===== src/hdl/urld_pkg.sv =====
package urld_pkg;

  localparam int BPP_W      = 4;
  localparam int WIDTH_W    = 16;
  localparam int CFG_IDX_W  = 2;
  localparam int CFG_DATA_W = 16;

  localparam logic [CFG_IDX_W-1:0] CFG_BPP   = 2'd0;
  localparam logic [CFG_IDX_W-1:0] CFG_WIDTH = 2'd1;
  localparam logic [CFG_IDX_W-1:0] CFG_PAD   = 2'd2;

  localparam logic [BPP_W-1:0]   BPP_RESET   = 4'd3;
  localparam logic [WIDTH_W-1:0] WIDTH_RESET = 16'd1024;
  localparam logic [7:0]         PAD_RESET   = 8'hFF;

  typedef enum logic {
    OP_PUSH = 1'b0,
    OP_PULL = 1'b1
  } op_e;

  typedef enum logic [2:0] {
    ST_ACCEPTED = 3'd0,
    ST_BUSY     = 3'd1,
    ST_VALID    = 3'd2,
    ST_NONE     = 3'd3,
    ST_ERROR    = 3'd4
  } status_e;

  typedef struct packed {
    logic [BPP_W-1:0] bpp;
    logic [7:0]       pad;
  } cfg_t;

  typedef struct packed {
    status_e    status;
    logic [7:0] data;
    logic       eol;
    logic       last;
  } result_t;

endpackage


===== src/hdl/urld_cfg.sv =====
module urld_cfg #(
  parameter int LINE_BYTES      = 32768,
  parameter int MAX_PIXEL_BYTES = 8,
  localparam int PW = $clog2(LINE_BYTES + 2048)
) (
  input  logic                           clk_i,
  input  logic                           rst_ni,
  input  logic                           cfg_we_i,
  input  logic [urld_pkg::CFG_IDX_W-1:0]  cfg_idx_i,
  input  logic [urld_pkg::CFG_DATA_W-1:0] cfg_wdata_i,
  output urld_pkg::cfg_t                 cfg_o,
  output logic [PW-1:0]                  line_bytes_o
);

  import urld_pkg::*;

  localparam int PROD_W = WIDTH_W + BPP_W;
  localparam logic [BPP_W-1:0] MAX_BPP = BPP_W'(MAX_PIXEL_BYTES);
  localparam int RST_BPP = (int'(BPP_RESET) > MAX_PIXEL_BYTES) ? MAX_PIXEL_BYTES
                                                               : int'(BPP_RESET);
  localparam int RST_PROD = int'(WIDTH_RESET) * RST_BPP;
  localparam int RST_LB = (RST_PROD > LINE_BYTES) ? LINE_BYTES : RST_PROD;

  logic [BPP_W-1:0]   bpp_q, bpp_d, bpp_wr;
  logic [WIDTH_W-1:0] width_q, width_d, width_wr;
  logic [7:0]         pad_q, pad_d;
  logic [PW-1:0]      lb_q, lb_d;
  logic [PROD_W-1:0]  prod;

  always_comb begin
    bpp_wr = cfg_wdata_i[BPP_W-1:0];
    if (bpp_wr == '0) begin
      bpp_wr = BPP_W'(1);
    end else if (bpp_wr > MAX_BPP) begin
      bpp_wr = MAX_BPP;
    end
    width_wr = cfg_wdata_i[WIDTH_W-1:0];
    if (width_wr == '0) begin
      width_wr = WIDTH_W'(1);
    end

    bpp_d   = bpp_q;
    width_d = width_q;
    pad_d   = pad_q;
    if (cfg_we_i) begin
      case (cfg_idx_i)
        CFG_BPP:   bpp_d = bpp_wr;
        CFG_WIDTH: width_d = width_wr;
        CFG_PAD:   pad_d = cfg_wdata_i[7:0];
        default:   ;
      endcase
    end

    prod = PROD_W'(width_d) * PROD_W'(bpp_d);
    if (prod > PROD_W'(LINE_BYTES)) begin
      lb_d = PW'(LINE_BYTES);
    end else begin
      lb_d = PW'(prod);
    end
  end

  always_ff @(posedge clk_i or negedge rst_ni) begin
    if (!rst_ni) begin
      bpp_q   <= BPP_W'(RST_BPP);
      width_q <= WIDTH_RESET;
      pad_q   <= PAD_RESET;
      lb_q    <= PW'(RST_LB);
    end else begin
      bpp_q   <= bpp_d;
      width_q <= width_d;
      pad_q   <= pad_d;
      lb_q    <= lb_d;
    end
  end

  assign cfg_o.bpp    = bpp_q;
  assign cfg_o.pad    = pad_q;
  assign line_bytes_o = lb_q;

endmodule


===== config.mk =====
export PLATFORM = sky130hd
export DESIGN_NAME = urld_cfg
export DESIGN_NICKNAME = d
export VERILOG_FILES = /design/src/hdl/urld_pkg.sv /design/src/hdl/urld_cfg.sv
export SDC_FILE = /design/constraint.sdc
export NUM_CORES = 1
export LEC_CHECK = 0
export BUFFER_PORTS_ARGS = -buffer_cell sky130_fd_sc_hd__buf_2
export CAP_MARGIN = 30
export CORE_MARGIN = 4
export CORE_UTILIZATION = 60
export CTS_CLUSTER_SIZE = 20
export DETAILED_ROUTE_END_ITERATION = 10
export PLACE_DENSITY = 0.91
export SYNTH_ARGS = -nofsm -noshare
export SYNTH_HDL_FRONTEND = slang
export SYNTH_SLANG_ARGS = --single-unit

===== constraint.sdc =====
create_clock -name clk_i -period 8.4 [get_ports clk_i]
set_input_delay 2.1 -clock clk_i [delete_from_list [all_inputs] [get_ports clk_i]]
set_output_delay 2.1 -clock clk_i [all_outputs]
set_load 0.005 [all_outputs]

==> flow_metrics.py, run 1 <==
metrics = {
    "sta": {
        "finalSetupTns_ns": 0,
        "fmax_mhz": 137,
        "period_share": 0.868,
        "slew_violations": 0,
        "tightestPinTransition_ns": 0.658,
        "min_period_ns": 7.29,
        "timing.hold.ws_ns": 0.608,
        "hold_viol": 0,
        "slew_headroom": 0.560,
        "fin_ws_ns": 1.11,
        "finalSetupViolCount": 0,
        "skew_ns": 0.0139,
        "rsz0062_at_grt": "no",
    },
    "detailed_routing": {
        "vias": 3434,
        "antenna_left": 0,
        "avgRoutedWirePerCell_um": 17.0,
        "routed_wirelength_mm": 9.50,
        "drt_first_iter_violations": 281,
        "vias_per_cell": 6.14,
        "drc_errors": 0,
        "dr.pass1.iters": 7,
    },
    "final_layout": {
        "antenna_cells": 0,
        "n_fill_cell": 430,
        "finalInstanceArea_um2": 4280,
        "final_common_cell": "inv_1",
        "nNetsFinal": 556,
        "drive_above_1_share": 0.190,
        "syn2layout_area_growth_pct": 11.3,
        "most-common-layout-cells": "inv_1 (71), nor2_1 (56), buf_2 (48)",
    },
    "yosys": {
        "seq_area_frac_synth": 0.291,
        "synth_nets": 509,
        "synth_xor_area_frac": 0.0159,
        "synth_top_family_by_area": "adder cells",
        "syn_avg_cell_area_um2": 8.82,
        "synth.largest_area_cell": "dfrtp_1",
        "ys_warn_count": 0,
        "synth_compound_area_frac": 0.148,
        "synthArstFlopShare": 1.00,
        "synth.cell_area_um2": 3840,
        "syn_inst": 436,
        "synth_edf_count": 0,
        "ys.flop_type": "dfrtp_1",
        "synth_seq_cells": 44,
        "yosys-top-cells-area": "dfrtp_1 (20%), fa_1 (15%), dfstp_2 (8.9%)",
        "synthSimpleGateAreaFrac": 0.171,
        "synthMuxAreaShare": 0.0651,
        "yosysUniqueCellTypes": 53,
        "synth_top_area_frac": 0.202,
        "synthAdderAreaFrac": 0.224,
    },
    "power": {
        "p_leak_nw": 2.31,
        "vdd_ir_drop_max_v": 0.000150,
        "p_sw_mw": 0.477,
        "p_comb_frac": 0.597,
        "seqPwrFrac": 0.267,
        "p_int_mw": 0.565,
        "p_per_area_nw_per_um2": 243,
        "finalPower_mw": 1.04,
        "clkPwrFrac": 0.135,
        "power_switching_share": 0.457,
    },
    "cts": {
        "clock-root-buffer": "clkbuf_8",
        "ctsResizeCount": 0,
        "cts_buffers": 5,
        "worstSkewPairLatency_ns": 0.30,
        "postCtsSetupBuffers": 0,
        "cts_sinks": 44,
        "cts_hold_buf": 0,
        "path_clk_slew_ns": 0.09,
        "cts_max_path_buffers": 2,
        "htreeDepth": 2,
        "cts_tree": "yes",
    },
    "worst_setup_path": {
        "worstSetupPathType": "primary input to register",
        "start_kind": "primary input",
        "worst_r2r_path_depth": 16,
        "r2r_slack_ns": 3.34,
        "end_kind": "register",
        "cp_max_fo": 16,
        "r2r-end": "line_bytes_o[11]",
        "reg2reg_from": "bpp_q[1]",
        "cp_data_required_time_ns": 8.59,
        "worstPathArrival_ns": 7.48,
    },
    "die": {
        "die_h_um": 88.1,
        "initial_utilization": 0.634,
        "ios": 49,
        "rows": 28,
        "die-area_um2": 7750,
        "coreArea_um2": 6060,
        "die_w_um": 88.1,
    },
    "grt": {
        "top_usage_layer": "met2",
        "met3_usage": 0.0480,
        "grt_max_degree": 45,
        "gr-usage-met2": 0.429,
        "grt_pass1_vias": 3248,
        "antenna_found_initial": 0,
        "gr-total-overflow": 0,
        "met1_usage": 0.324,
        "grt_pass1_wl_mm": 15.5,
        "grt.total_usage": 0.253,
    },
    "placement": {
        "dp_slack_ns": 0.879,
        "globalplace.congestion": 1.00,
        "placed_cell_area_um2": 4170,
        "dp_hpwl_mm": 7.44,
        "portBuffers": 48,
    },
    "worst_hold_path": {
        "hp-class": "register to register",
        "hp-start": "width_q[15]",
        "hold_end": "width_q[15]",
        "holdPathStages": 2,
    },
    "run_status": {
        "status": "complete, no violations",
    },
    "run": {
        "cap_violations": 0,
    },
}
[cell type report]
class,instances,area (µm²),area share
Multi-Input combinational cell,305,2400,0.561
Sequential cell,44,1120,0.261
Timing Repair Buffer,55,305,0.0713
Inverter,72,270,0.0631
Tap cell,75,93.8,0.0219
Clock buffer,7,86.3,0.0202
Clock inverter,1,7.51,0.00175
[power by group through the flow]
stage / clock network [mW] / logic, mW / registers (mW)
after floorplan: 0 / 0.436 / 0.284
after CTS: 0.141 / 0.612 / 0.279
after detailed placement: 0 / 0.605 / 0.282
after global placement: 0 / 0.572 / 0.280
final: 0.141 / 0.622 / 0.279
after global routing: 0.151 / 0.689 / 0.283
[per-layer routing]
| layer | wire [µm] | share of wire | up-vias |
|---|---|---|---|
| met1 | 3790 | 0.40 | 1658 |
| met4 | 250 | 0.026 | 0 |
| met3 | 736 | 0.078 | 26 |
| li1 | - | - | 1566 |
| met5 | 0 | 0 | - |
| met2 | 4720 | 0.50 | 184 |
[flip-flops by register name (all words and copies together), names as in the netlist]
| signal | cells |
|---|---|
| bpp_q | 4 |
| width_q | 16 |
| line_bytes_o | 16 |
| pad_q | 8 |
[cells in the mapped netlist, types with 2 or more instances]
library cell  count
nor2b_1           5
clkbuf_1         14
nor3_1            6
a21oi_1          19
nand4_1           5
nor3b_1           2
o21a_1            3
fa_1             28
nand3_1           4
a211oi_1         12
ha_1             24
dfrtp_1          31
or2_2             2
nor4bb_1          3
xor2_1            2
o211a_1           2
a311oi_1          2
xnor2_1           5
o21ai_0          15
nand2_1          37
a22oi_1           2
o211ai_1          4
nand3b_1          2
or4_1             2
nor2_1           56
dfstp_2          13
inv_1            71
mux2i_1          16
a21o_1            8
nor4_1            5
mux2_2            8
or3_1             6
a211o_1           2
[how the worst max path moves through the flow]
stage          slack (ns)                to    startpoint
2_1_floorplan        1.55   line_bytes_o[0]  cfg_idx_i[1]
5_1_grt              0.81  line_bytes_o[11]  cfg_idx_i[1]
4_1_cts              1.18  line_bytes_o[15]  cfg_idx_i[1]
3_3_place_gp         1.08  line_bytes_o[15]  cfg_idx_i[1]
3_5_place_dp         0.88  line_bytes_o[15]  cfg_idx_i[1]
6_report             1.11  line_bytes_o[11]  cfg_idx_i[1]
[cells by family after synthesis]
kind of cell / count (synthesis)
and+or+nand+nor: 140
buffers and inverters: 87
AOI/OAI and AO/OA: 82
adders and majority gates: 52
DFF: 44
muxes: 24
xor gates and xnor gates: 7
[stage by stage]
step / util / std cells
2_1_floorplan: - / 436
3_3_place_gp: 0.686 / 549
3_5_place_dp: 0.687 / 550
4_1_cts: 0.703 / 558
5_1_grt: 0.706 / 559
6_report: 0.706 / 559
[worst max-delay path, cell delays in order]
cell and delay, ns:
buf_2 0.11, or3b_2 0.55, nor3b_1 0.23, a21oi_1 0.06, buf_4 0.20, inv_1 0.15
nand2_1 0.10, fa_1 0.51, inv_1 0.07, fa_1 0.56, inv_1 0.06, fa_1 0.50
nor2b_1 0.27, o31ai_2 0.14, a311oi_1 0.43, a21o_1 0.20, xnor2_1 0.15, nand4_1 0.57
nor4_1 0.52
No activity file was read; power rests on OpenSTA's default activity.
==> run 2: changes to the inputs <==
--- a/config.mk
+++ b/config.mk
@@ -8,10 +8,10 @@
 export BUFFER_PORTS_ARGS = -buffer_cell sky130_fd_sc_hd__buf_2
 export CAP_MARGIN = 30
 export CORE_MARGIN = 4
-export CORE_UTILIZATION = 60
+export CORE_UTILIZATION = 64
 export CTS_CLUSTER_SIZE = 20
 export DETAILED_ROUTE_END_ITERATION = 10
-export PLACE_DENSITY = 0.91
+export PLACE_DENSITY = 0.95
 export SYNTH_ARGS = -nofsm -noshare
 export SYNTH_HDL_FRONTEND = slang
 export SYNTH_SLANG_ARGS = --single-unit
==> run 2 against run 1 <==
Non-clock buffer count down 1. Register-to-register slack better by 0.14 ns. Combinational power increased by 0.6%. Critical path type unchanged. Via count shrank 1.3%. Worst hold slack worse by 0.028 ns. Final area decreased by 0.26%. Clock skew down 0.0064 ns. Cell count fell by 0.72%.
==> flow_metrics.py, run 2 (synthesis results as in run 1) <==
metrics = {
    "die": {
        "rows": 27,
        "die-area_um2": 7310,
        "coreArea_um2": 5680,
        "initial_utilization": 0.677,
        "die_w_um": 85.5,
        "die_h_um": 85.5,
        "ios": 49,
    },
    "worst_setup_path": {
        "worstPathArrival_ns": 7.36,
        "end_kind": "register",
        "cp-startpoint": "cfg_idx_i[1]",
        "reg2reg_from": "bpp_q[1]",
        "cp_data_required_time_ns": 8.59,
        "start_kind": "primary input",
        "worstSetupPathType": "primary input to register",
        "cp_max_fo": 15,
    },
    "cts": {
        "worstSkewPairLatency_ns": 0.31,
        "cts_hold_buf": 0,
        "cts_max_path_buffers": 2,
        "cts_buffers": 5,
        "postCtsSetupBuffers": 0,
        "cts_tree": "yes",
        "clock-root-buffer": "clkbuf_8",
        "htreeDepth": 2,
        "cts_sinks": 44,
        "ctsResizeCount": 0,
        "path_clk_slew_ns": 0.08,
    },
    "detailed_routing": {
        "vias": 3391,
        "drt_first_iter_violations": 299,
        "routed_wirelength_mm": 9.51,
        "avgRoutedWirePerCell_um": 17.1,
        "antenna_left": 0,
        "vias_per_cell": 6.11,
        "dr.pass1.iters": 6,
        "drc_errors": 0,
    },
    "final_layout": {
        "n_fill_cell": 367,
        "nNetsFinal": 555,
        "drive_above_1_share": 0.188,
        "regArea_um2": 1120,
        "antenna_cells": 0,
        "final_util": 0.752,
        "syn2layout_area_growth_pct": 11.0,
        "multi_input_area_um2": 2400,
        "final_common_cell": "inv_1",
        "most-common-layout-cells": "inv_1 (71), nor2_1 (56), buf_2 (48)",
    },
    "sta": {
        "period_share": 0.854,
        "slew_headroom": 0.569,
        "timing.hold.ws_ns": 0.579,
        "finalSetupViolCount": 0,
        "finalSetupTns_ns": 0,
        "fmax_mhz": 139,
        "hold_viol": 0,
        "skew_ns": 0.00745,
        "slew_violations": 0,
        "min_period_ns": 7.17,
        "rsz0062_at_grt": "no",
        "tightestPinTransition_ns": 0.645,
    },
    "grt": {
        "gr-total-overflow": 0,
        "antenna_found_initial": 0,
        "grt_max_degree": 45,
        "grt_pass1_wl_mm": 16.3,
        "grt_pass1_vias": 3526,
        "grt.total_usage": 0.277,
    },
    "power": {
        "vdd_ir_drop_max_v": 0.000207,
        "p_leak_nw": 2.30,
        "finalPower_mw": 1.05,
        "p_per_area_nw_per_um2": 246,
    },
    "run": {
        "cap_violations": 0,
    },
    "run_status": {
        "status": "complete, no violations",
    },
    "placement": {
        "globalplace.congestion": 0.952,
        "dp_hpwl_mm": 7.41,
        "portBuffers": 48,
    },
    "worst_hold_path": {
        "hp-class": "register to register",
        "hp-start": "width_q[5]",
    },
}
## run 2: final timing paths
| check | to | slack (ns) | cells after the start |
|---|---|---|---|
| worst min-delay path | width_q[5] | 0.58 | 2 |
| worst min register to register | width_q[5] | 0.58 | 2 |
| max in group asynchronous | pad_q[6] | 6.35 | 2 |
| worst max register to register | line_bytes_o[4] | 3.48 | 16 |
| min in group asynchronous | width_q[4] | 1.58 | 1 |
| worst max-delay path | line_bytes_o[4] | 1.23 | 19 |
## run 2: metal layers
| metal | vias up | GRT usage | share of wire |
|---|---|---|---|
| li1 | 1561 | - | - |
| met1 | 1613 | 0.345 | 0.39 |
| met2 | 188 | 0.486 | 0.50 |
| met3 | 29 | 0.0480 | 0.082 |
| met4 | 0 | 0.0935 | 0.027 |
| met5 | - | 0 | 0 |
## run 2: report_power, final
group	internal (mW)	total (mW)	switching [mW]
clock network	0.0670	0.144	0.0773
registers	0.265	0.279	0.0140
logic	0.235	0.626	0.390
total	0.567	1.05	0.482
## run 2: layout make-up
type / count / share of cell area
clock buffers: 7 / 0.0202
clock inverters: 1 / 0.00176
inverters: 72 / 0.0633
multi-input cells: 305 / 0.562
flip-flops and latches: 44 / 0.262
well taps: 72 / 0.0211
repair buffers: 54 / 0.0698
## run 2: critical path, stage by stage
cell and delay (ns):
buf_2 0.11, or3b_2 0.55, nor3b_1 0.27, a21oi_1 0.09, buf_4 0.20, inv_1 0.10, nand2_1 0.10, fa_1 0.51
inv_1 0.06, fa_1 0.59, inv_1 0.08, fa_1 0.46, nor2b_1 0.26, o31ai_2 0.13, a311oi_1 0.39, o21ai_0 0.22
a222oi_1 0.43, o2111ai_2 0.33, a211oi_1 0.38
## run 2: per-stage QoR
stage               instances  cell area [µm²]  setup WS, ns
detailed placement        546             4160          1.03
CTS                       554             4250          1.31
finish                    555             4270          1.23
global placement          545             4150          1.25
global route              555             4270         0.991
floorplan                 436             3840          1.55
