==> src/hdl/urld_pkg.sv <==
package urld_pkg;

  localparam int BPP_W      = 4;
  localparam int WIDTH_W    = 16;
  localparam int CFG_IDX_W  = 2;
  localparam int CFG_DATA_W = 16;

  localparam logic [CFG_IDX_W-1:0] CFG_BPP   = 2'd0;
  localparam logic [CFG_IDX_W-1:0] CFG_WIDTH = 2'd1;
  localparam logic [CFG_IDX_W-1:0] CFG_PAD   = 2'd2;

  localparam logic [BPP_W-1:0]   BPP_RESET   = 4'd3;
  localparam logic [WIDTH_W-1:0] WIDTH_RESET = 16'd1024;
  localparam logic [7:0]         PAD_RESET   = 8'hFF;

  typedef enum logic {
    OP_PUSH = 1'b0,
    OP_PULL = 1'b1
  } op_e;

  typedef enum logic [2:0] {
    ST_ACCEPTED = 3'd0,
    ST_BUSY     = 3'd1,
    ST_VALID    = 3'd2,
    ST_NONE     = 3'd3,
    ST_ERROR    = 3'd4
  } status_e;

  typedef struct packed {
    logic [BPP_W-1:0] bpp;
    logic [7:0]       pad;
  } cfg_t;

  typedef struct packed {
    status_e    status;
    logic [7:0] data;
    logic       eol;
    logic       last;
  } result_t;

endpackage

==> src/hdl/urld_engine.sv <==
module urld_engine #(
  parameter int LINE_BYTES      = 32768,
  parameter int MAX_PIXEL_BYTES = 8,
  localparam int PW = $clog2(LINE_BYTES + 2048),
  localparam int AW = $clog2(LINE_BYTES)
) (
  input  logic              clk_i,
  input  logic              rst_ni,
  input  logic              take_i,
  input  logic              op_i,
  input  logic [7:0]        byte_i,
  input  urld_pkg::cfg_t    cfg_i,
  input  logic [PW-1:0]     line_bytes_i,
  output logic              idle_o,
  output logic              res_valid_o,
  output urld_pkg::result_t res_o,
  output logic              mem_we_o,
  output logic [AW-1:0]     mem_waddr_o,
  output logic [7:0]        mem_wdata_o,
  output logic              mem_re_o,
  output logic [AW-1:0]     mem_raddr_o,
  input  logic [7:0]        mem_rdata_i
);

  import urld_pkg::*;

  localparam int IW    = (MAX_PIXEL_BYTES > 1) ? $clog2(MAX_PIXEL_BYTES) : 1;
  localparam int XW    = $clog2(MAX_PIXEL_BYTES + 1);
  localparam int RUN_W = $clog2(128 * MAX_PIXEL_BYTES + 1);
  localparam int MUL_W = 9 + BPP_W;
  localparam logic [7:0] CODE_PAD = 8'h80;
  localparam logic [8:0] LIT_BASE = 9'd257;

  typedef enum logic [1:0] {S_IDLE, S_READ, S_PAD, S_COPY} state_e;
  typedef enum logic [1:0] {PH_LINE_REP, PH_CODE, PH_PIXEL, PH_LITERAL} phase_e;

  state_e           st_q, st_d;
  phase_e           ph_q, ph_d;
  logic [PW-1:0]    pos_q, pos_d;
  logic [8:0]       copies_q, copies_d;
  logic [RUN_W-1:0] run_q, run_d;
  logic [7:0]       rep_q, rep_d;
  logic [XW-1:0]    idx_q, idx_d, idx_nx;
  logic             err_q, err_d;
  logic [PW-1:0]    cp_addr_q, cp_addr_d;
  logic [RUN_W-1:0] cp_left_q, cp_left_d;
  logic [IW-1:0]    cp_j_q, cp_j_d;
  logic             rd_ok_q, rd_ok_d;
  logic             rd_eol_q, rd_eol_d;
  logic             rd_last_q, rd_last_d;
  logic [7:0]       pix_q [MAX_PIXEL_BYTES];

  logic [BPP_W-1:0] bpp;
  logic             emitting;
  logic [8:0]       mul_a;
  logic [MUL_W-1:0] prod;
  logic [PW:0]      run_end;
  logic [PW:0]      pos_inc;
  logic             over;
  logic             pix_we;
  logic             wr_en;
  logic [PW-1:0]    wr_addr;
  logic [7:0]       wr_data;

  assign bpp      = cfg_i.bpp;
  assign emitting = (ph_q == PH_LINE_REP) && (copies_q != '0);
  assign idle_o   = (st_q == S_IDLE);

  always_comb begin
    if (ph_q == PH_PIXEL) begin
      mul_a = 9'(rep_q);
    end else if (byte_i < CODE_PAD) begin
      mul_a = 9'(byte_i) + 9'd1;
    end else begin
      mul_a = LIT_BASE - 9'(byte_i);
    end
    prod    = MUL_W'(mul_a) * MUL_W'(bpp);
    run_end = (PW+1)'(pos_q) + (PW+1)'(prod);
    over    = run_end > (PW+1)'(line_bytes_i);
    pos_inc = (PW+1)'(pos_q) + (PW+1)'(1);
    idx_nx  = idx_q + XW'(1);
  end

  always_comb begin
    st_d      = st_q;
    ph_d      = ph_q;
    pos_d     = pos_q;
    copies_d  = copies_q;
    run_d     = run_q;
    rep_d     = rep_q;
    idx_d     = idx_q;
    err_d     = err_q;
    cp_addr_d = cp_addr_q;
    cp_left_d = cp_left_q;
    cp_j_d    = cp_j_q;
    rd_ok_d   = rd_ok_q;
    rd_eol_d  = rd_eol_q;
    rd_last_d = rd_last_q;
    pix_we    = 1'b0;
    wr_en     = 1'b0;
    wr_addr   = pos_q;
    wr_data   = byte_i;
    mem_re_o  = 1'b0;
    res_valid_o   = 1'b0;
    res_o.status  = ST_ACCEPTED;
    res_o.data    = '0;
    res_o.eol     = 1'b0;
    res_o.last    = 1'b0;

    case (st_q)
      S_IDLE: begin
        if (take_i) begin
          res_valid_o = 1'b1;
          if (err_q) begin
            res_o.status = ST_ERROR;
          end else if (op_i == OP_PUSH) begin
            if (emitting) begin
              res_o.status = ST_BUSY;
            end else begin
              case (ph_q)
                PH_LINE_REP: begin
                  copies_d = 9'(byte_i) + 9'd1;
                  pos_d    = '0;
                  ph_d     = PH_CODE;
                end
                PH_CODE: begin
                  if (byte_i == CODE_PAD) begin
                    st_d = S_PAD;
                  end else if (over) begin
                    err_d        = 1'b1;
                    res_o.status = ST_ERROR;
                  end else if (byte_i < CODE_PAD) begin
                    rep_d = byte_i + 8'd1;
                    idx_d = '0;
                    ph_d  = PH_PIXEL;
                  end else begin
                    run_d = RUN_W'(prod);
                    ph_d  = PH_LITERAL;
                  end
                end
                PH_PIXEL: begin
                  wr_en   = 1'b1;
                  wr_addr = pos_q + PW'(idx_q);
                  pix_we  = 1'b1;
                  if ((BPP_W+1)'(idx_nx) >= (BPP_W+1)'(bpp)) begin
                    pos_d     = PW'(run_end);
                    cp_addr_d = pos_q + PW'(bpp);
                    cp_left_d = RUN_W'(prod) - RUN_W'(bpp);
                    cp_j_d    = '0;
                    idx_d     = '0;
                    rep_d     = '0;
                    st_d      = S_COPY;
                  end else begin
                    idx_d = idx_nx;
                  end
                end
                PH_LITERAL: begin
                  wr_en = 1'b1;
                  pos_d = PW'(pos_inc);
                  if (run_q != '0) begin
                    run_d = run_q - RUN_W'(1);
                  end
                  if (run_q <= RUN_W'(1)) begin
                    if (pos_inc >= (PW+1)'(line_bytes_i)) begin
                      pos_d = '0;
                      ph_d  = PH_LINE_REP;
                    end else begin
                      ph_d = PH_CODE;
                    end
                  end
                end
                default: ;
              endcase
            end
          end else if (!emitting) begin
            res_o.status = ST_NONE;
          end else begin
            res_valid_o = 1'b0;
            mem_re_o    = 1'b1;
            rd_ok_d     = pos_q < PW'(LINE_BYTES);
            rd_last_d   = (copies_q == 9'd1);
            rd_eol_d    = 1'b0;
            pos_d       = PW'(pos_inc);
            if (pos_inc >= (PW+1)'(line_bytes_i)) begin
              rd_eol_d = 1'b1;
              pos_d    = '0;
              copies_d = copies_q - 9'd1;
            end
            st_d = S_READ;
          end
        end
      end
      S_READ: begin
        res_valid_o  = 1'b1;
        res_o.status = ST_VALID;
        res_o.data   = rd_ok_q ? mem_rdata_i : 8'd0;
        res_o.eol    = rd_eol_q;
        res_o.last   = rd_last_q;
        st_d         = S_IDLE;
      end
      S_PAD: begin
        if (pos_q < line_bytes_i) begin
          wr_en   = 1'b1;
          wr_data = cfg_i.pad;
          pos_d   = PW'(pos_inc);
        end else begin
          pos_d = '0;
          ph_d  = PH_LINE_REP;
          st_d  = S_IDLE;
        end
      end
      S_COPY: begin
        if (cp_left_q == '0) begin
          if (pos_q >= line_bytes_i) begin
            pos_d = '0;
            ph_d  = PH_LINE_REP;
          end else begin
            ph_d = PH_CODE;
          end
          st_d = S_IDLE;
        end else begin
          wr_en     = 1'b1;
          wr_addr   = cp_addr_q;
          wr_data   = pix_q[cp_j_q];
          cp_addr_d = cp_addr_q + PW'(1);
          cp_left_d = cp_left_q - RUN_W'(1);
          if ((BPP_W+1)'(cp_j_q) + (BPP_W+1)'(1) >= (BPP_W+1)'(bpp)) begin
            cp_j_d = '0;
          end else begin
            cp_j_d = cp_j_q + IW'(1);
          end
        end
      end
      default: st_d = S_IDLE;
    endcase
  end

  assign mem_we_o    = wr_en && (wr_addr < PW'(LINE_BYTES));
  assign mem_waddr_o = wr_addr[AW-1:0];
  assign mem_wdata_o = wr_data;
  assign mem_raddr_o = pos_q[AW-1:0];

  always_ff @(posedge clk_i or negedge rst_ni) begin
    if (!rst_ni) begin
      st_q      <= S_IDLE;
      ph_q      <= PH_LINE_REP;
      pos_q     <= '0;
      copies_q  <= '0;
      run_q     <= '0;
      rep_q     <= '0;
      idx_q     <= '0;
      err_q     <= 1'b0;
      cp_addr_q <= '0;
      cp_left_q <= '0;
      cp_j_q    <= '0;
      rd_ok_q   <= 1'b0;
      rd_eol_q  <= 1'b0;
      rd_last_q <= 1'b0;
    end else begin
      st_q      <= st_d;
      ph_q      <= ph_d;
      pos_q     <= pos_d;
      copies_q  <= copies_d;
      run_q     <= run_d;
      rep_q     <= rep_d;
      idx_q     <= idx_d;
      err_q     <= err_d;
      cp_addr_q <= cp_addr_d;
      cp_left_q <= cp_left_d;
      cp_j_q    <= cp_j_d;
      rd_ok_q   <= rd_ok_d;
      rd_eol_q  <= rd_eol_d;
      rd_last_q <= rd_last_d;
    end
  end

  always_ff @(posedge clk_i) begin
    if (pix_we) begin
      pix_q[idx_q[IW-1:0]] <= byte_i;
    end
  end

  a_take_when_idle: assert property (@(posedge clk_i) disable iff (!rst_ni)
    take_i |-> (st_q == S_IDLE))
    else $error("word taken while engine busy");

  a_read_follows_pull: assert property (@(posedge clk_i) disable iff (!rst_ni)
    (st_q == S_READ) |-> $past(take_i && (op_i == OP_PULL) && !err_q))
    else $error("store read result without a pull");

  a_error_sticky: assert property (@(posedge clk_i) disable iff (!rst_ni)
    err_q |=> err_q)
    else $error("error flag cleared");

  a_pixel_index: assert property (@(posedge clk_i) disable iff (!rst_ni)
    idx_q < XW'(MAX_PIXEL_BYTES))
    else $error("pixel byte index out of range");

endmodule

==> config.mk <==
export PLATFORM = sky130hd
export DESIGN_NAME = urld_engine
export DESIGN_NICKNAME = d
export VERILOG_FILES = /design/src/hdl/urld_pkg.sv /design/src/hdl/urld_engine.sv
export SDC_FILE = /design/constraint.sdc
export NUM_CORES = 1
export LEC_CHECK = 0
export ABC_AREA = 1
export CAP_MARGIN = 0
export CORE_MARGIN = 1.5
export CORE_UTILIZATION = 70
export DETAILED_ROUTE_END_ITERATION = 6
export DONT_BUFFER_PORTS = 1
export GPL_TIMING_DRIVEN = 0
export PLACE_DENSITY = 0.92
export SETUP_SLACK_MARGIN = 0.15
export SYNTH_ARGS = -nofsm -noshare
export SYNTH_HDL_FRONTEND = slang
export SYNTH_SLANG_ARGS = --single-unit
==> constraint.sdc <==
create_clock -name clk_i -period 30.7 [get_ports clk_i]
set_clock_uncertainty 0.2 [all_clocks]
set_input_delay 7.675 -clock clk_i [delete_from_list [all_inputs] [get_ports clk_i]]
set_output_delay 7.675 -clock clk_i [all_outputs]
set_load 0.03 [all_outputs]
==> results of run 1 <==
==> report_power, final <==
| group | leakage [nW] | total, mW | switching [mW] | internal (mW) |
|---|---|---|---|---|
| registers | 1.63 | 0.220 | 0.00716 | 0.213 |
| clock network | 0.298 | 0.219 | 0.108 | 0.112 |
| logic | 5.09 | 0.372 | 0.257 | 0.115 |
==> cells by family (layout without fill, tap and decap cells) <==
family	count (synthesis)	after routing
AOI/OAI and AO/OA	395	395
adders and majority gates	143	143
and+or+nand+nor	835	835
DFF	150	150
other	2	4
muxes	3	3
xor gates and xnor gates	57	57
buffers and inverters	320	352
==> worst paths after layout <==
| kind | startpoint | to | slack (ns) | cells past startpoint |
|---|---|---|---|---|
| worst max-delay path | byte_i[7] | res_o[12] | 7.54 | 36 |
| worst min-delay path | rep_q[4]$_DFFE_PN0P_ | rep_q[4]$_DFFE_PN0P_ | 0.29 | 2 |
| worst max register to register | ph_q[0]$_DFFE_PN0P_ | rep_q[6]$_DFFE_PN0P_ | 21.98 | 37 |
| worst min register to register | rep_q[4]$_DFFE_PN0P_ | rep_q[4]$_DFFE_PN0P_ | 0.29 | 2 |
| max in group asynchronous | rst_ni | rd_ok_q$_DFFE_PN0P_ | 23.39 | 0 |
| min in group asynchronous | rst_ni | pos_q[15]$_DFFE_PN0P_ | 6.73 | 0 |
==> synthesized netlist by cell type, types with 6 or more instances <==
master and number:
o22ai_1 6, or2_2 10, inv_1 222, ha_1 125
nor3_1 25, xnor2_1 13, edfxtp_1 64, o21ai_0 120
o211ai_1 24, nand3_1 114, a22oi_1 16, buf_4 21
nor4_1 8, a21boi_1 13, fa_1 18, inv_2 11
nand2_1 391, buf_2 20, nand4_1 23, nand2_2 10
dfrtp_1 86, nor2_2 10, a21oi_1 130, a31oi_1 19
nand3_2 9, clkbuf_1 32, o21ai_1 17, nor2_1 212
xor2_1 43, a221oi_1 7
==> cells in the final DEF, fill, tap and decap left out, types with 16 or more instances in the layout <==
cell / netlist / layout
a21oi_1: 130 / 130
a22oi_1: 16 / 16
a31oi_1: 19 / 19
buf_2: 20 / 20
buf_4: 21 / 21
clkbuf_1: 32 / 32
clkbuf_16: 0 / 17
dfrtp_1: 86 / 86
edfxtp_1: 64 / 64
fa_1: 18 / 18
ha_1: 125 / 125
inv_1: 222 / 222
nand2_1: 391 / 391
nand3_1: 114 / 114
nand4_1: 23 / 23
nor2_1: 212 / 212
nor3_1: 25 / 25
o211ai_1: 24 / 24
o21ai_0: 120 / 120
o21ai_1: 17 / 17
xor2_1: 43 / 43
==> flip-flops by register name (all words and copies together), names as in the netlist, 2 cells and up <==
register and count:
pix_q 64, cp_addr_q 16, pos_q 16, cp_left_q 11, run_q 11, copies_q 9, rep_q 8, idx_q 4
cp_j_q 3, ph_q 2, st_q 2
==> per-layer routing <==
layer | vias to the layer above | wire (um)
met5 | - | 0
met3 | 215 | 5910
li1 | 6424 | -
met4 | 0 | 2010
met2 | 998 | 20000
met1 | 6434 | 17100
==> metrics by stage <==
step / instance area [um^2] / setup WS (ns) / instances / utilization, %
floorplan: 13900 / 9.13 / 1907 / -
global placement: 14200 / 7.95 / 2172 / 72.9
detailed placement: 14200 / 7.82 / 2172 / 72.9
CTS: 14800 / 7.78 / 2204 / 76.0
global route: 14800 / 7.10 / 2204 / 76.0
finish: 14800 / 7.54 / 2204 / 76.0
==> worst register-to-register path: cells and delay by family (launching register included) <==
family | cells | cell delay, ns
AO/OA/AOI/OAI | 6 | 0.91
XOR/XNOR | 1 | 0.91
flip-flops | 1 | 0.44
buffers and inverters | 8 | 1.38
AND/OR/NAND/NOR | 16 | 2.39
adder cells (fa/ha/maj) | 6 | 2.37
==> final cells by class <==
cell class | instances | area, um^2
plain buffers | 81 | 432
multi-input cells | 1437 | 8450
inverters | 239 | 901
flip-flops and latches | 150 | 4070
fillers | 1440 | 4670
clock buffers | 17 | 425
clock inverters | 15 | 184
well taps | 265 | 332
==> results.py, run 1 <==
metrics = {
    "logic_synthesis": {
        "synthArstFlopShare_pct": 57.3,
        "ys_top_cells_by_area": "dfrtp_1, edfxtp_1, ha_1",
        "yosys.area_share.adder_pct": 13.9,
        "ys_ff_latch": 150,
        "ys_seq_area_share_pct": 29.4,
        "yosys.area_share.simple_pct": 26.3,
        "synth_edf_count": 64,
        "avgSynthCellArea_um2": 7.27,
        "synth_xor_area_share_pct": 3.66,
        "synth_cells": 1905,
        "synth-main-ff-cell": "dfrtp_1",
        "synth_top_cell_by_area": "dfrtp_1",
        "synth_compound_area_share_pct": 16.8,
        "syn_area_um2": 13800,
        "synth_top_family_by_area": "simple AND/OR/NAND/NOR gates",
        "synth.top_cell.area_share_pct": 15.5,
        "synth.distinct_cells": 68,
        "muxShareOfSynthArea_pct": 0.226,
        "ys_warn_count": 0,
    },
    "grt": {
        "met3_usage_pct": 12.8,
        "grt_first_pass_wirelength_mm": 69.5,
        "grtUsageMet2_pct": 69.0,
        "grt-busiest-layer": "met2",
        "met1_usage_pct": 57.0,
        "grt_max_degree": 87,
        "grt_pass1_vias": 13200,
        "grt_usage_pct": 44.3,
        "grt_overflow": 0,
        "antenna_found_initial": 1,
    },
    "setup_path": {
        "critPathKind": "input port to output pin",
        "required_ns": 22.83,
        "cp_slowest_cell": "xnor2_1",
        "cp.arrival_ns": 15.29,
        "start_kind": "input port",
        "cpPeakStageDelay_ns": 0.91,
        "end_kind": "output pin",
        "crit_family": "adder cells",
        "crit_buf_inv": 7,
        "crit_fanout": 10,
    },
    "timing": {
        "worst_slew_pin_slew_ns": 1.34,
        "layout_min_cycle_time_ns": 23.16,
        "setup_viol": 0,
        "slew_headroom_pct": 9.92,
        "rsz0062_at_grt": "false",
        "period_share_pct": 75.4,
        "max_freq_mhz": 43.2,
        "setup-tns-final_ns": 0,
        "maxSlewViolCount": 0,
        "hold-worst-slack_ns": 0.294,
        "hold_violations": 0,
    },
    "pwr": {
        "power_density_nw_per_um2": 54.8,
        "p_total_uw": 811,
        "p_leak_nw": 7.01,
        "max-vdd-ir-drop_v": 0.0000512,
    },
    "placed_design": {
        "dp_hpwl_mm": 33.6,
        "io_buffers": 0,
        "finalWeightedCongestion": 0.970,
    },
    "cells_and_area": {
        "fin_nets": 2117,
        "drive_gt1_share_pct": 7.79,
        "area_growth_pct": 6.85,
        "diodes": 0,
    },
    "floorplan": {
        "row_count": 51,
        "io_pins": 103,
        "die_h_um": 144,
        "coreArea_um2": 19500,
        "start_util_pct": 71.1,
        "die_width_um": 144,
        "die_area_um2": 20600,
    },
    "detailed_routing": {
        "via_count": 14100,
        "wire_per_inst_um": 20.4,
        "avgViaCountPerCell": 6.38,
        "drt-pass1-iter-count": 7,
        "finalWirelength_mm": 45.0,
        "ant_nets": 0,
        "drt-initial-drc-count": 1583,
        "drc": 20,
    },
    "min_path": {
        "hp-class": "flip-flop to flip-flop",
    },
    "job": {
        "drv_cap": 0,
    },
    "clock_network": {
        "clkTransAtPathRegs_ns": 0.07,
        "postCtsSetupRepairBufs": 0,
        "cts_made_buffers": 17,
        "clockBufferDepth": 2,
        "cts_max_level": 4,
        "clock_sinks": 150,
        "ctsResizeCount": 0,
        "tritoncts": "built",
        "insertion_delay_ns": 0.45,
        "hold_buffers": 0,
        "clockRootBuffer": "clkbuf_16",
    },
    "outcome": {
        "violations": "design-rule violations",
        "outcome": "finished, violations left",
    },
}
Power figures use the tool's default switching activity.
==> run 2, diff against run 1 <==
--- a/config.mk
+++ b/config.mk
@@ -8,11 +8,11 @@
 export ABC_AREA = 1
 export CAP_MARGIN = 0
 export CORE_MARGIN = 1.5
-export CORE_UTILIZATION = 70
+export CORE_UTILIZATION = 60
 export DETAILED_ROUTE_END_ITERATION = 6
 export DONT_BUFFER_PORTS = 1
 export GPL_TIMING_DRIVEN = 0
-export PLACE_DENSITY = 0.92
+export PLACE_DENSITY = 0.85
 export SETUP_SLACK_MARGIN = 0.15
 export SYNTH_ARGS = -nofsm -noshare
 export SYNTH_HDL_FRONTEND = slang
==> constraint.sdc (replaced) <==
create_clock -name clk_i -period 20.1 [get_ports clk_i]
set_clock_uncertainty 0.2 [all_clocks]
set_input_delay 5.025 -clock clk_i [delete_from_list [all_inputs] [get_ports clk_i]]
set_output_delay 5.025 -clock clk_i [all_outputs]
set_load 0.03 [all_outputs]
==> results.py, run 2 (synthesized netlist as in run 1, its figures left out) <==
metrics = {
    "floorplan": {
        "io_pins": 103,
        "coreArea_um2": 22600,
        "die_area_um2": 24000,
        "die_h_um": 155,
        "row_count": 55,
        "die_width_um": 155,
        "start_util_pct": 61.2,
    },
    "setup_path": {
        "required_ns": 14.88,
        "critPathKind": "input port to output pin",
        "crit_fanout": 10,
        "start_kind": "input port",
        "cp.arrival_ns": 12.63,
        "cp_slowest_cell": "xnor2_1",
        "cpPeakStageDelay_ns": 0.92,
        "end_kind": "output pin",
    },
    "timing": {
        "slew_headroom_pct": 9.70,
        "layout_min_cycle_time_ns": 17.86,
        "worst_slew_pin_slew_ns": 1.34,
        "worst_slack_ns": 2.24,
        "max_freq_mhz": 56.0,
        "setup_viol": 0,
        "rsz0062_at_grt": "false",
        "maxSlewViolCount": 0,
        "setup-tns-final_ns": 0,
        "hold_violations": 0,
        "period_share_pct": 88.8,
    },
    "grt": {
        "grt_max_degree": 87,
        "antenna_found_initial": 0,
        "grt_pass1_vias": 12700,
        "grt_first_pass_wirelength_mm": 67.6,
        "grt_overflow": 0,
        "grt_usage_pct": 36.6,
    },
    "pwr": {
        "max-vdd-ir-drop_v": 0.0000732,
        "power_density_nw_per_um2": 83.3,
        "p_leak_nw": 7.01,
        "p_total_mw": 1.24,
    },
    "job": {
        "drv_cap": 0,
    },
    "placed_design": {
        "dp_slack_ns": 2.43,
        "finalWeightedCongestion": 0.979,
        "io_buffers": 0,
        "dp_hpwl_mm": 33.6,
    },
    "cells_and_area": {
        "diodes": 0,
        "drive_gt1_share_pct": 7.79,
        "largest_reg_flops": 64,
        "final_common_cell": "nand2_1",
        "area_growth_pct": 7.07,
        "fin_nets": 2117,
        "fin_util_pct": 65.5,
        "final_cell_mix": "nand2_1, inv_1, nor2_1",
    },
    "clock_network": {
        "tritoncts": "built",
        "insertion_delay_ns": 0.44,
        "cts_made_buffers": 17,
        "hold_buffers": 0,
        "clockBufferDepth": 2,
        "postCtsSetupRepairBufs": 0,
        "clkTransAtPathRegs_ns": 0.08,
        "ctsResizeCount": 0,
        "clockRootBuffer": "clkbuf_16",
        "cts_max_level": 4,
        "clock_sinks": 150,
    },
    "min_path": {
        "hp-class": "flip-flop to flip-flop",
    },
    "detailed_routing": {
        "drc": 0,
        "avgViaCountPerCell": 6.15,
        "wl_met1_mm": 18.0,
        "met2WireLength_mm": 19.9,
        "finalWirelength_mm": 44.5,
        "ant_nets": 0,
        "wl_met3_mm": 4.85,
        "via_count": 13700,
        "topRoutingLayerUsed": "met4",
        "drt-initial-drc-count": 1490,
        "drt-pass1-iter-count": 7,
        "wire_per_inst_um": 20.0,
    },
    "outcome": {
        "outcome": "complete, no violations",
    },
}
==> run 2: power breakdown <==
group,switching (mW),internal (mW),leakage [nW]
clock,0.170,0.171,0.299
sequential,0.0118,0.325,1.63
combinational,0.383,0.175,5.09
==> run 2: cell type report <==
class	instances	area, um^2
flip-flops and latches	150	4070
clock buffers	17	425
plain buffers	81	432
multi-input cells	1437	8450
inverters	239	901
fillers	1902	7820
well taps	285	357
clock inverters	15	189
==> run 2: path summary, 6_finish.rpt <==
path                                            end                  from  cells past startpoint  slack (ns)
min in group asynchronous     pos_q[14]$_DFFE_PN0P_                rst_ni                      0        4.08
setup / recovery                          res_o[12]             byte_i[7]                     36        2.24
hold / removal                 rep_q[1]$_DFFE_PN0P_  rep_q[1]$_DFFE_PN0P_                      2        0.28
max in group asynchronous  cp_left_q[0]$_DFFE_PN0P_                rst_ni                      0       15.42
setup reg to reg               rep_q[7]$_DFFE_PN0P_   ph_q[0]$_DFFE_PN0P_                     37       11.31
hold reg to reg                rep_q[1]$_DFFE_PN0P_  rep_q[1]$_DFFE_PN0P_                      2        0.28
==> run 2: through the flow <==
step	hold slack, ns	cells	area, um^2
floorplan	0.250	1907	13900
global placement	0.261	2192	14200
detailed placement	0.265	2192	14200
CTS	0.284	2224	14800
global route	0.304	2224	14800
finish	0.282	2224	14800
==> run 2: critical path, delay by kind of cell <==
family,cells,cell delay (ns)
AOI/OAI and AO/OA,6,1.25
and+or+nand+nor,17,2.15
adders and majority gates,5,2.15
xor gates and xnor gates,1,0.92
buffers and inverters,7,1.13
==> run 2: layer usage <==
metal,GRT usage (%),vias up
met4,15.0,0
li1,-,6411
met5,0,-
met3,7.94,121
met2,59.3,775
met1,47.5,6376
